[config.mk]
export PLATFORM = sky130hd
export DESIGN_NAME = pcm_decode_linear_resampler
export DESIGN_NICKNAME = d
export VERILOG_FILES = /design/src/design/pdlr_pkg.sv /design/src/design/pcm_decode_linear_resampler.sv
export SDC_FILE = /design/constraint.sdc
export NUM_CORES = 2
export LEC_CHECK = 0
export BUFFER_PORTS_ARGS = -buffer_cell sky130_fd_sc_hd__buf_2
export CORE_MARGIN = 2
export CORE_UTILIZATION = 44
export CTS_CLUSTER_DIAMETER = 200
export DETAILED_ROUTE_END_ITERATION = 8
export SYNTH_ARGS = -nofsm -noshare
export SYNTH_HDL_FRONTEND = slang
export SYNTH_SLANG_ARGS = --single-unit
export TNS_END_PERCENT = 10
[constraint.sdc]
create_clock -name i_clk -period 21 [get_ports i_clk]
set_input_delay 3.15 -clock i_clk [delete_from_list [all_inputs] [get_ports i_clk]]
set_output_delay 3.15 -clock i_clk [all_outputs]
set_load 0.005 [all_outputs]
[src/design/pdlr_pkg.sv]
`default_nettype none

package pdlr_pkg;

    localparam int CFG_IDX_W   = 3;
    localparam int CFG_DATA_W  = 32;
    localparam int SAMPLE_W    = 32;
    localparam int COUNT_W     = 24;
    localparam int MAX_RESULTS = 64;
    localparam int NRES_W      = 7;

    localparam logic [CFG_IDX_W-1:0] REG_SAMPLE_FORMAT   = 3'd0;
    localparam logic [CFG_IDX_W-1:0] REG_SOURCE_CHANNELS = 3'd1;
    localparam logic [CFG_IDX_W-1:0] REG_DEST_CHANNELS   = 3'd2;
    localparam logic [CFG_IDX_W-1:0] REG_PHASE_STEP      = 3'd3;
    localparam logic [CFG_IDX_W-1:0] REG_MAX_OUT_FRAMES  = 3'd4;

    localparam logic [2:0] FMT_PCM8    = 3'd0;
    localparam logic [2:0] FMT_PCM16   = 3'd1;
    localparam logic [2:0] FMT_PCM24   = 3'd2;
    localparam logic [2:0] FMT_PCM32   = 3'd3;
    localparam logic [2:0] FMT_FLOAT32 = 3'd4;

    localparam logic [1:0] CHAN_MONO   = 2'd1;
    localparam logic [1:0] CHAN_STEREO = 2'd2;

    localparam logic [SAMPLE_W-1:0] SIGN_BIT = 32'h8000_0000;
    localparam logic [SAMPLE_W-1:0] POS_FULL = 32'h7FFF_FFFF;

    function automatic logic [SAMPLE_W-1:0] float_decode(input logic [SAMPLE_W-1:0] u);
        logic [7:0]          e;
        logic [23:0]         m;
        logic                neg;
        logic [SAMPLE_W-1:0] mag;
        logic [7:0]          sh;
        e   = u[30:23];
        m   = {1'b1, u[22:0]};
        neg = u[31];
        mag = '0;
        sh  = 8'd119 - e;
        if (e >= 8'd119) begin
            mag = 32'(m) << (e - 8'd119);
        end else if (sh < 8'd24) begin
            mag = 32'(m >> sh[4:0]);
        end
        if (e == 8'hFF) begin
            if (u[22:0] != 23'd0) begin
                float_decode = '0;
            end else begin
                float_decode = neg ? SIGN_BIT : POS_FULL;
            end
        end else if (e == 8'd0) begin
            float_decode = '0;
        end else if (e >= 8'd127) begin
            float_decode = neg ? SIGN_BIT : POS_FULL;
        end else begin
            float_decode = neg ? (32'd0 - mag) : mag;
        end
    endfunction

    function automatic logic [SAMPLE_W-1:0] pcm_decode(input logic [2:0] fmt,
                                                     input logic [SAMPLE_W-1:0] raw);
        case (fmt)
            FMT_PCM8:    pcm_decode = {raw[7:0] ^ 8'h80, 24'd0};
            FMT_PCM16:   pcm_decode = {raw[15:0], 16'd0};
            FMT_PCM24:   pcm_decode = {raw[23:0], 8'd0};
            FMT_PCM32:   pcm_decode = raw;
            FMT_FLOAT32: pcm_decode = float_decode(raw);
            default:     pcm_decode = '0;
        endcase
    endfunction

    // biased input, round half up, saturate high
    function automatic logic signed [15:0] to_i16(input logic [SAMPLE_W:0] biased,
                                                  input logic mono);
        logic [SAMPLE_W+1:0] sum;
        logic [17:0]         v;
        sum = mono ? (34'(biased) + 34'h1_0000) : (34'(biased) + 34'h8000);
        v   = mono ? 18'(sum >> 17) : 18'(sum >> 16);
        if (v > 18'h0FFFF) begin
            v = 18'h0FFFF;
        end
        to_i16 = $signed({~v[15], v[14:0]});
    endfunction

endpackage

`default_nettype wire

[src/design/pcm_decode_linear_resampler.sv]
`default_nettype none

// Decodes one raw PCM or float32 source frame per input beat and produces the output
// frames that fall before it by linear interpolation, one multiplier shared by both
// channels. A source frame goes through decode and bookkeeping states, one more closing
// check for each pass it runs (the interpolation pass when a previous frame is held, the
// last-frame pass on the last frame of a clip), plus a check, two multiplies, a mix and an
// emit for each interpolated output, and a check and an emit for each output made from
// the last frame of a clip; o_in_ready is low for that whole time.
// Results pass through a one-deep hold and an output register, so a stalled consumer only
// stops the sequencer once both are full. Configuration is taken at any time
// and must only change between clips or while idle.
module pcm_decode_linear_resampler #(
    parameter int OUT_INDEX_BITS  = 24,
    parameter int PHASE_FRAC_BITS = 16
) (
    input  wire                                i_clk,
    input  wire                                i_rst_n,

    input  wire                                i_cfg_valid,
    output logic                               o_cfg_ready,
    input  wire  [pdlr_pkg::CFG_IDX_W-1:0]     i_cfg_index,
    input  wire  [pdlr_pkg::CFG_DATA_W-1:0]    i_cfg_data,

    input  wire                                i_in_valid,
    output logic                               o_in_ready,
    input  wire  [pdlr_pkg::SAMPLE_W-1:0]      i_left_raw,
    input  wire  [pdlr_pkg::SAMPLE_W-1:0]      i_right_raw,
    input  wire                                i_last_frame,

    output logic                               o_out_valid,
    input  wire                                i_out_ready,
    output logic signed [15:0]                 o_left_out,
    output logic signed [15:0]                 o_right_out,
    output logic [OUT_INDEX_BITS-1:0]          o_out_index,
    output logic                               o_run_last,
    output logic                               o_clip_done
);
    import pdlr_pkg::*;

    localparam int POS_W  = 32 + PHASE_FRAC_BITS;
    localparam int END_W  = 33 + PHASE_FRAC_BITS;
    localparam int PROD_W = 34 + PHASE_FRAC_BITS;
    localparam logic [31:0] MIN_STEP = 32'((1 << PHASE_FRAC_BITS) / MAX_RESULTS);

    typedef enum logic [3:0] {
        S_IDLE, S_DEC_L, S_DEC_R, S_CHECK, S_MUL_L, S_MUL_R, S_MIX_R, S_EMIT, S_FINISH
    } t_state;

    t_state r_state;

    logic [2:0]   r_fmt;
    logic [1:0]   r_src_ch;
    logic [1:0]   r_dst_ch;
    logic [31:0]  r_step_cfg;
    logic [COUNT_W-1:0] r_max;

    logic [SAMPLE_W-1:0] r_raw_l, r_raw_r;
    logic                r_last;
    logic [SAMPLE_W-1:0] r_cur_l, r_cur_r;
    logic [SAMPLE_W-1:0] r_prev_l, r_prev_r;
    logic                r_have_prev;
    logic [31:0]         r_src_idx;
    logic [POS_W-1:0]    r_pos;
    logic [COUNT_W-1:0]  r_count;
    logic [NRES_W-1:0]   r_nres;
    logic                r_phase2;

    logic signed [PROD_W-1:0] r_prod;
    logic [SAMPLE_W-1:0] r_mix_l, r_mix_r;

    logic                r_hold_v;
    logic signed [15:0]  r_hold_l, r_hold_r;
    logic [COUNT_W-1:0]  r_hold_idx;
    logic                r_hold_clip;

    logic                r_out_v;
    logic signed [15:0]  r_out_l, r_out_r;
    logic [COUNT_W-1:0]  r_out_idx;
    logic                r_out_run_last;
    logic                r_out_clip;

    logic [31:0]          step;
    logic [SAMPLE_W-1:0]  dec_out;
    logic [END_W-1:0]     end_pos, pos_ext;
    logic                 more;
    logic signed [32:0]   mul_a;
    logic signed [PROD_W-1:0] mul_p;
    logic signed [PROD_W-1:0] mix_sum;
    logic [SAMPLE_W-1:0]  mix_base;
    logic                 out_free;
    logic                 load_out;
    logic                 dst_mono;
    logic signed [15:0]   n_l, n_r;
    logic [31:0]          idx_wide;

    assign step     = (r_step_cfg < MIN_STEP) ? MIN_STEP : r_step_cfg;
    assign dec_out  = pcm_decode(r_fmt, (r_state == S_DEC_R) ? r_raw_r : r_raw_l);
    assign pos_ext  = {1'b0, r_pos};
    assign end_pos  = r_phase2 ? {33'(r_src_idx) + 33'd1, {PHASE_FRAC_BITS{1'b0}}}
                               : {1'b0, r_src_idx, {PHASE_FRAC_BITS{1'b0}}};
    assign more     = (r_nres < NRES_W'(MAX_RESULTS)) && (r_count < r_max)
                      && (pos_ext < end_pos) && (!r_phase2 || r_last);

    // shared multiplier: (b - a) * frac, one channel per cycle
    assign mul_a    = (r_state == S_MUL_R)
                      ? $signed({1'b0, r_cur_r ^ SIGN_BIT}) - $signed({1'b0, r_prev_r ^ SIGN_BIT})
                      : $signed({1'b0, r_cur_l ^ SIGN_BIT}) - $signed({1'b0, r_prev_l ^ SIGN_BIT});
    assign mul_p    = PROD_W'(mul_a * $signed({1'b0, r_pos[PHASE_FRAC_BITS-1:0]}));
    assign mix_base = (r_state == S_MUL_R) ? (r_prev_l ^ SIGN_BIT) : (r_prev_r ^ SIGN_BIT);
    assign mix_sum  = $signed({{(PHASE_FRAC_BITS+2){1'b0}}, mix_base})
                      + (r_prod >>> PHASE_FRAC_BITS);

    assign dst_mono = (r_dst_ch == CHAN_MONO);
    assign n_l      = dst_mono ? to_i16(33'(r_mix_l) + 33'(r_mix_r), 1'b1)
                               : to_i16(33'(r_mix_l), 1'b0);
    assign n_r      = dst_mono ? 16'sd0 : to_i16(33'(r_mix_r), 1'b0);
    assign out_free = !r_out_v || i_out_ready;
    assign load_out = r_hold_v && out_free && ((r_state == S_EMIT) || (r_state == S_FINISH));

    always_ff @(posedge i_clk) begin
        if (!i_rst_n) begin
            r_state     <= S_IDLE;
            r_fmt       <= FMT_PCM16;
            r_src_ch    <= CHAN_STEREO;
            r_dst_ch    <= CHAN_STEREO;
            r_step_cfg  <= 32'd65536;
            r_max       <= '1;
            r_prev_l    <= '0;
            r_prev_r    <= '0;
            r_have_prev <= 1'b0;
            r_src_idx   <= '0;
            r_pos       <= '0;
            r_count     <= '0;
            r_nres      <= '0;
            r_phase2    <= 1'b0;
            r_hold_v    <= 1'b0;
            r_out_v     <= 1'b0;
        end else begin
            if (i_cfg_valid) begin
                case (i_cfg_index)
                    REG_SAMPLE_FORMAT:   r_fmt      <= i_cfg_data[2:0];
                    REG_SOURCE_CHANNELS: r_src_ch   <= i_cfg_data[1:0];
                    REG_DEST_CHANNELS:   r_dst_ch   <= i_cfg_data[1:0];
                    REG_PHASE_STEP:      r_step_cfg <= i_cfg_data;
                    REG_MAX_OUT_FRAMES:  r_max      <= i_cfg_data[COUNT_W-1:0];
                    default: ;
                endcase
            end

            if (load_out) begin
                r_out_v <= 1'b1;
            end else if (r_out_v && i_out_ready) begin
                r_out_v <= 1'b0;
            end

            case (r_state)
                S_IDLE: begin
                    if (i_in_valid) begin
                        r_raw_l <= i_left_raw;
                        r_raw_r <= i_right_raw;
                        r_last  <= i_last_frame;
                        r_nres  <= '0;
                        r_state <= S_DEC_L;
                    end
                end
                S_DEC_L: begin
                    r_cur_l <= dec_out;
                    r_state <= S_DEC_R;
                end
                S_DEC_R: begin
                    r_cur_r <= (r_src_ch == CHAN_MONO) ? r_cur_l : dec_out;
                    if (r_have_prev) begin
                        r_phase2 <= 1'b0;
                        r_state  <= S_CHECK;
                    end else if (r_last) begin
                        r_phase2 <= 1'b1;
                        r_state  <= S_CHECK;
                    end else begin
                        r_state  <= S_FINISH;
                    end
                end
                S_CHECK: begin
                    if (more) begin
                        if (r_phase2) begin
                            r_mix_l <= r_cur_l ^ SIGN_BIT;
                            r_mix_r <= r_cur_r ^ SIGN_BIT;
                            r_state <= S_EMIT;
                        end else begin
                            r_state <= S_MUL_L;
                        end
                    end else if (!r_phase2 && r_last) begin
                        r_phase2 <= 1'b1;
                    end else begin
                        r_state <= S_FINISH;
                    end
                end
                S_MUL_L: begin
                    r_prod  <= mul_p;
                    r_state <= S_MUL_R;
                end
                S_MUL_R: begin
                    r_mix_l <= mix_sum[SAMPLE_W-1:0];
                    r_prod  <= mul_p;
                    r_state <= S_MIX_R;
                end
                S_MIX_R: begin
                    r_mix_r <= mix_sum[SAMPLE_W-1:0];
                    r_state <= S_EMIT;
                end
                S_EMIT: begin
                    if (!r_hold_v || out_free) begin
                        if (r_hold_v) begin
                            r_out_l        <= r_hold_l;
                            r_out_r        <= r_hold_r;
                            r_out_idx      <= r_hold_idx;
                            r_out_run_last <= 1'b0;
                            r_out_clip     <= r_hold_clip;
                        end
                        r_hold_v    <= 1'b1;
                        r_hold_l    <= n_l;
                        r_hold_r    <= n_r;
                        r_hold_idx  <= r_count;
                        r_hold_clip <= ((COUNT_W + 1)'(r_count) + (COUNT_W + 1)'(1))
                                       >= (COUNT_W + 1)'(r_max);
                        r_count     <= r_count + COUNT_W'(1);
                        r_pos       <= r_pos + POS_W'(step);
                        r_nres      <= r_nres + NRES_W'(1);
                        r_state     <= S_CHECK;
                    end
                end
                S_FINISH: begin
                    if (!r_hold_v || out_free) begin
                        if (r_hold_v) begin
                            r_out_l        <= r_hold_l;
                            r_out_r        <= r_hold_r;
                            r_out_idx      <= r_hold_idx;
                            r_out_run_last <= 1'b1;
                            r_out_clip     <= r_hold_clip || r_last;
                        end
                        r_hold_v <= 1'b0;
                        r_prev_l <= r_cur_l;
                        r_prev_r <= r_cur_r;
                        if (r_last) begin
                            r_have_prev <= 1'b0;
                            r_src_idx   <= '0;
                            r_pos       <= '0;
                            r_count     <= '0;
                        end else begin
                            r_have_prev <= 1'b1;
                            r_src_idx   <= r_src_idx + 32'd1;
                        end
                        r_state <= S_IDLE;
                    end
                end
                default: r_state <= S_IDLE;
            endcase
        end
    end

    assign idx_wide    = 32'(r_out_idx);
    assign o_cfg_ready = 1'b1;
    assign o_in_ready  = (r_state == S_IDLE);
    assign o_out_valid = r_out_v;
    assign o_left_out  = r_out_l;
    assign o_right_out = r_out_r;
    assign o_out_index = idx_wide[OUT_INDEX_BITS-1:0];
    assign o_run_last  = r_out_run_last;
    assign o_clip_done = r_out_clip;

endmodule

`default_nettype wire
======== Yosys cells after proc, flatten, opt, wreduce, memory -nomap -nowiden ========
Cells that the tools add are included.
storage, ports and cells
  register bits ........................... 602
  bits in latches ......................... 0
  RAM bits ................................ 0
  bits in read-only memories .............. 0
  input port bits ......................... 105
  word-level logic and storage cells ...... 218
  memories ................................ 0
cells by class
  add/sub/neg operators ................... 16
  $mul .................................... 1
  div/mod/pow operators ................... 0
  order comparisons ....................... 11
  equal/unequal tests ..................... 31
  shifts and indexed selects .............. 2
  mux-type cells .......................... 68
  bitwise operators ....................... 8
  reductions and logical operators ........ 48
operators by type and width
  operator                  number
  $mux W32                  18
  $pmux W32 S5              1
  $mux W48                  3
  $pmux W32 S2              2
  $pmux W48 S2              1
  $mux W24                  3
  $add A32 B16 Y33 const B  2
  $sub A32 B32 Y33          2
  $mux W16                  4
  $gt A17 B16 Y1 const B    3
  $lt A48 B49 Y1            1
  $mux W49                  1
  $add A48 B32 Y48          1
  $mul A33 B17 Y48          1
  $pmux W24 S2              1
  $pmux W4 S9               1
  $add A33 B17 Y34 const B  1
  $add A32 B1 Y33 const B   1
  $add A32 B32 Y33          1
  $mux W33                  1
  $add A32 B1 Y32 const B   1
  $add A32 B32 Y32          1
  $lt A32 B11 Y1 const B    1
  $shl A24 B8 Y32           1
  other kinds (44)          132

======== Logic depth before layout (Yosys ltp) ========
  depth in word-level cells ............... 14
  depth in mapped cells ................... 39

======== Worst setup path before layout ========
Ideal clock, no wire load.
  path type ............................... reg2reg
  start ................................... register r_cur_l[7]
  end ..................................... register r_prod[47], data pin
  setup time .............................. 268 ps
  data arrival time ....................... 8875 ps
  path slack .............................. 11857 ps
  stages on the path, launching flop included .. 35
  path buffers ............................ 1
  cell sequence ........................... edfxtp_1 > ha_1 > a21o_1 > a21oi_1 > inv_1 > a2111oi_0 > or3b_2 > a41oi_1 > o21bai_1 > a21o_1 > a21oi_1 > xor2_1 > o21ai_0 > clkbuf_1 > nand2_1 > fa_1 > fa_1 > fa_1 > inv_1 > fa_1 > fa_1 > inv_1 > fa_1 > inv_1 > ha_1 > a21o_1 > a21oi_1 > o2bb2ai_1 > a41o_1 > a31oi_1 > o21a_1 > o21a_1 > o21a_1 > o221ai_1 > xnor3_1
between the ends
  word-level cells in the longest chain between the ends .. 3
RTL lines
  item                    RTL line                            RTL
  start, declared         pcm_decode_linear_resampler.sv:60   logic [SAMPLE_W-1:0] r_cur_l, r_cur_r;
  start signal, assigned  pcm_decode_linear_resampler.sv:168  r_cur_l <= dec_out;
  $sub A32 B32 Y33        pcm_decode_linear_resampler.sv:108  : $signed({1'b0, r_cur_l ^ SIGN_BIT}) - $signed({1'b0, r_prev_l ^ SIGN_BIT});
  $mux W33                pcm_decode_linear_resampler.sv:107  ? $signed({1'b0, r_cur_r ^ SIGN_BIT}) - $signed({1'b0, r_prev_r ^ SIGN_BIT})
  $mul A33 B17 Y48        pcm_decode_linear_resampler.sv:109  assign mul_p = PROD_W'(mul_a * $signed({1'b0, r_pos[PHASE_FRAC_BITS-1:0]}));
  via mul_p[47]           pcm_decode_linear_resampler.sv:88   logic signed [PROD_W-1:0] mul_p;
  end signal, assigned    pcm_decode_linear_resampler.sv:199  r_prod <= mul_p;
  end signal, assigned    pcm_decode_linear_resampler.sv:204  r_prod <= mul_p;
  end, declared           pcm_decode_linear_resampler.sv:69   logic signed [PROD_W-1:0] r_prod;
The timed path passes the listed nets, and every way through them passes these cells.
A chain may end at the register's enable or synchronous reset.

======== Worst setup path in the final report ========
Ends and elaborated chain as after synthesis.

==> summary.md <==
| Metric | Value |
|---|---|
| Top Ports | 166 |
| Syn nets | 7352 |
| Critical path class | reg -> reg |
| Largest net degree at the start of global routing | between 80 and 90 |
| Avg WL per Cell | a little over 20 um |
| Min-Delay Startpoint | r_hold_r[10] |
| Post-synthesis sequential area ratio | a little over a quarter |
| Buffers on Ports | ~160 |
| Fin crit period | approximately 10 ns |
| Worst path slowest cell | a2111oi_0 |
| Setup WS post-layout | roughly 11 ns |
| Final WL | 168000 um |
| Die area | roughly 130000 sq um |
| Worst Hold End | o_right_out[10] |
| Clock transition at path regs | 0.06 ns |
| DR vias | ~46000 |
| TritonCTS Buffers | roughly 70 |
| Worst vdd ir | 0.0690 mV |
| Clock Skew | 0.0429 ns |
| Crit share post-route | ~48% |
| Synth top area share | between 15 and 20% |
| # DRC | 0 |
| GR Util All Layers | approximately a quarter |
| Mean Syn Cell Area | about 9 sq um |
| R2R Path End | r_prod[47] |
| Cells after Synth | ~6400 |
| Clock tree buffer depth | 3 |
| Chip width | 365 um |
| Critical path peak fanout | 16 |
| Hold buffer count at CTS | 0 |
| Cell accounting for the most synthesized area | edfxtp_1 |
| Max-Slew Margin vs Limit | between 15 and 20% |
| Setup tns final | 0 ns |
| HPWL after DPL | around 130000 um |
| R2R cell count | 36 |
| Worst path most repeated cell | fa_1 |
| Hold path depth | 0 |
| Vias per inst | 5.59 |
| First-pass GRT wire length | about 260000 um |
| Yosys reg bits | approximately 600 |
| Post-CTS sizing | 0 |
| Worst path max stage delay | 0.57 ns |
| Synth async-reset ratio | 0% |
| Mapped cell area | around 57000 sq um |
| Hold WC Path Type | reg -> reg |
| Setup violations, final | 0 |
| Grt total ovfl | 0 |
| # fillers | between 10000 and 15000 |
| Number of antenna violations at the first check in global routing | 5 |
| WP data required | ~21 ns |
| Cell with the most instances after synthesis | nand2_1 |
| Std-Cell Rows | between 100 and 150 |
| Outcome | completed |
| Fmax | approximately 100 MHz |
| Max_cap viols | 0 |
| Sink Count | a little under 600 |
| Worst-margin pin slew | 1.21 ns |
| Post-CTS Setup Bufs | 0 |
| Reg-to-reg startpoint | r_cur_l[7] |
| # nets final | roughly 7400 |
| DR iter-0 viols | ~3500 |
| CP startpoint kind | flop |
| Unrepaired setup endpoints after global routing | no |
| Final hold viol count | 0 |
| Number of flops mapped to enable cells by yosys | 340 |
| Leak pwr | between 0.02 and 0.03 uW |
| Share of post-route cells with drive strength above 1 | roughly 7.9% |
| Vias in the first global route | between 40000 and 50000 |
| Dpl ws | between 10 and 15 ns |
| Tot Pwr | around 4200 uW |
| Vert. Die Dim | around 360 um |
| CTS root buffer | clkbuf_16 |
| Synth top cells by count | nand2_1 (901), inv_1 (748), fa_1 (493), ha_1 (391), edfxtp_1 (340) |
| Main area contributors after synthesis | edfxtp_1 (18%), fa_1 (17%), dfxtp_1 (8.6%) |
| CTS tree | done |
| Gpl congestion | 0.939 |
| Area Overhead vs Synth | 8.61% |
| Most used DFF post-synth | edfxtp_1 |
| Synth cell types | roughly 100 |
| Pwr dens | 68.0 nW/um^2 |
| Clock Latency Late Sink | around 0.67 ns |
| CP arrival | about 10 ns |
| R2R Setup Slk | roughly 11 ns |
| Yosys warns | 0 |
| Hold_ws | around 0.42 ns |
| Number of H-tree levels | 3 |
| Number of iterations in the first detailed-routing pass | 6 |
| Antenna Violating Nets Remaining | 0 |
| Crit. End Element | flop |
| Final Slew Violations | 0 |
| Initial Util | between 40% and 50% |
| Core ar. | 129000 sq um |
[state kept, by name, summed over array words and instances (netlist names), 32 cells and up]
name,flops
r_src_idx,32
r_prev_r,32
r_prod,32
r_mix_l,32
r_prev_l,32
r_cur_r,32
r_cur_l,32
r_mix_r,32
r_raw_l,32
r_pos,48
r_step_cfg,32
r_raw_r,32
[metal layers]
metal	GRT usage [%]	vias to the layer above	wire length, um
li1	-	21500	-
met1	35.1	22400	74700
met2	41.8	1452	78400
met3	2.99	272	9700
met4	7.79	2	5130
met5	0	-	12
[how the worst max path moves through the flow]
stage / startpoint / to / slack (ns) / cells past startpoint
CTS: r_cur_l[0] / r_prod[47] / 10.98 / 33
global placement: r_cur_l[0] / r_prod[47] / 11.12 / 33
global route: r_cur_l[0] / r_prod[47] / 10.42 / 33
floorplan: r_cur_l[7] / r_prod[47] / 11.86 / 34
detailed placement: r_cur_l[7] / r_prod[47] / 11.04 / 36
finish: r_cur_l[7] / r_prod[47] / 10.96 / 36
[report_power, final]
| part | switching (uW) | total [uW] | internal (uW) |
|---|---|---|---|
| clock | 521 | 1300 | 780 |
| combinational | 1070 | 1590 | 521 |
| sequential | 70.3 | 1350 | 1280 |
| total | 1660 | 4240 | 2580 |
[area by class of cell]
| class | count | area [sq um] | area share, % |
|---|---|---|---|
| multi-input combinational | 4700 | 38100 | 61.3 |
| sequential | 586 | 15100 | 24.3 |
| inverter | 752 | 2820 | 4.53 |
| tap | 1742 | 2180 | 3.50 |
| clock buffer | 92 | 1980 | 3.18 |
| timing repair buffer | 259 | 1540 | 2.47 |
| clock inverter | 37 | 452 | 0.725 |
| antenna | 2 | 5.00 | 0.00804 |
[cells in the final DEF (no fill, tap or decap), types with 71 or more instances in the layout]
cell type / instances
buf_4: 95
mux2i_1: 181
nand3_1: 116
a21o_1: 84
nor3_1: 71
xnor2_1: 126
a21boi_0: 110
o21ai_0: 319
dfxtp_1: 237
ha_1: 391
and2_1: 255
edfxtp_1: 340
inv_1: 747
nor2b_1: 147
fa_1: 493
xor2_1: 137
a21oi_1: 231
nand2_1: 899
nor2_1: 276
clkbuf_16: 74
buf_2: 163
[metrics by stage]
stage          utilization (%)  instances  cell area (sq um)
2_1_floorplan                -       6363              57300
3_3_place_gp              46.2       8039              59800
3_5_place_dp              46.2       8039              59800
4_1_cts                   48.1       8168              62300
5_1_grt                   48.1       8169              62300
6_report                  48.1       8170              62300
[critical path: cells and delay by family, from the launching register on]
family | cells | cell delay (ns)
AOI/OAI and AO/OA | 18 | 3.85
xor gates and xnor gates | 2 | 0.52
adders and majority gates | 8 | 3.76
buffers and inverters | 6 | 0.49
DFF | 1 | 0.44
and+or+nand+nor | 2 | 0.70
[logic make-up (layout without fill, tap and decap cells)]
family	after synthesis	after routing	synth area share [%]
multiplexers	252	252	5.19
AO/OA/AOI/OAI	1219	1219	13.8
adder cells (fa/ha/maj)	884	884	25.7
AND/OR/NAND/NOR	2079	2079	17.4
other	1	3	0.00654
flip-flops	586	586	26.4
buffers and inverters	1077	1140	7.26
XOR/XNOR	265	265	4.11
Note: power is estimated with default switching activity, not from simulation.
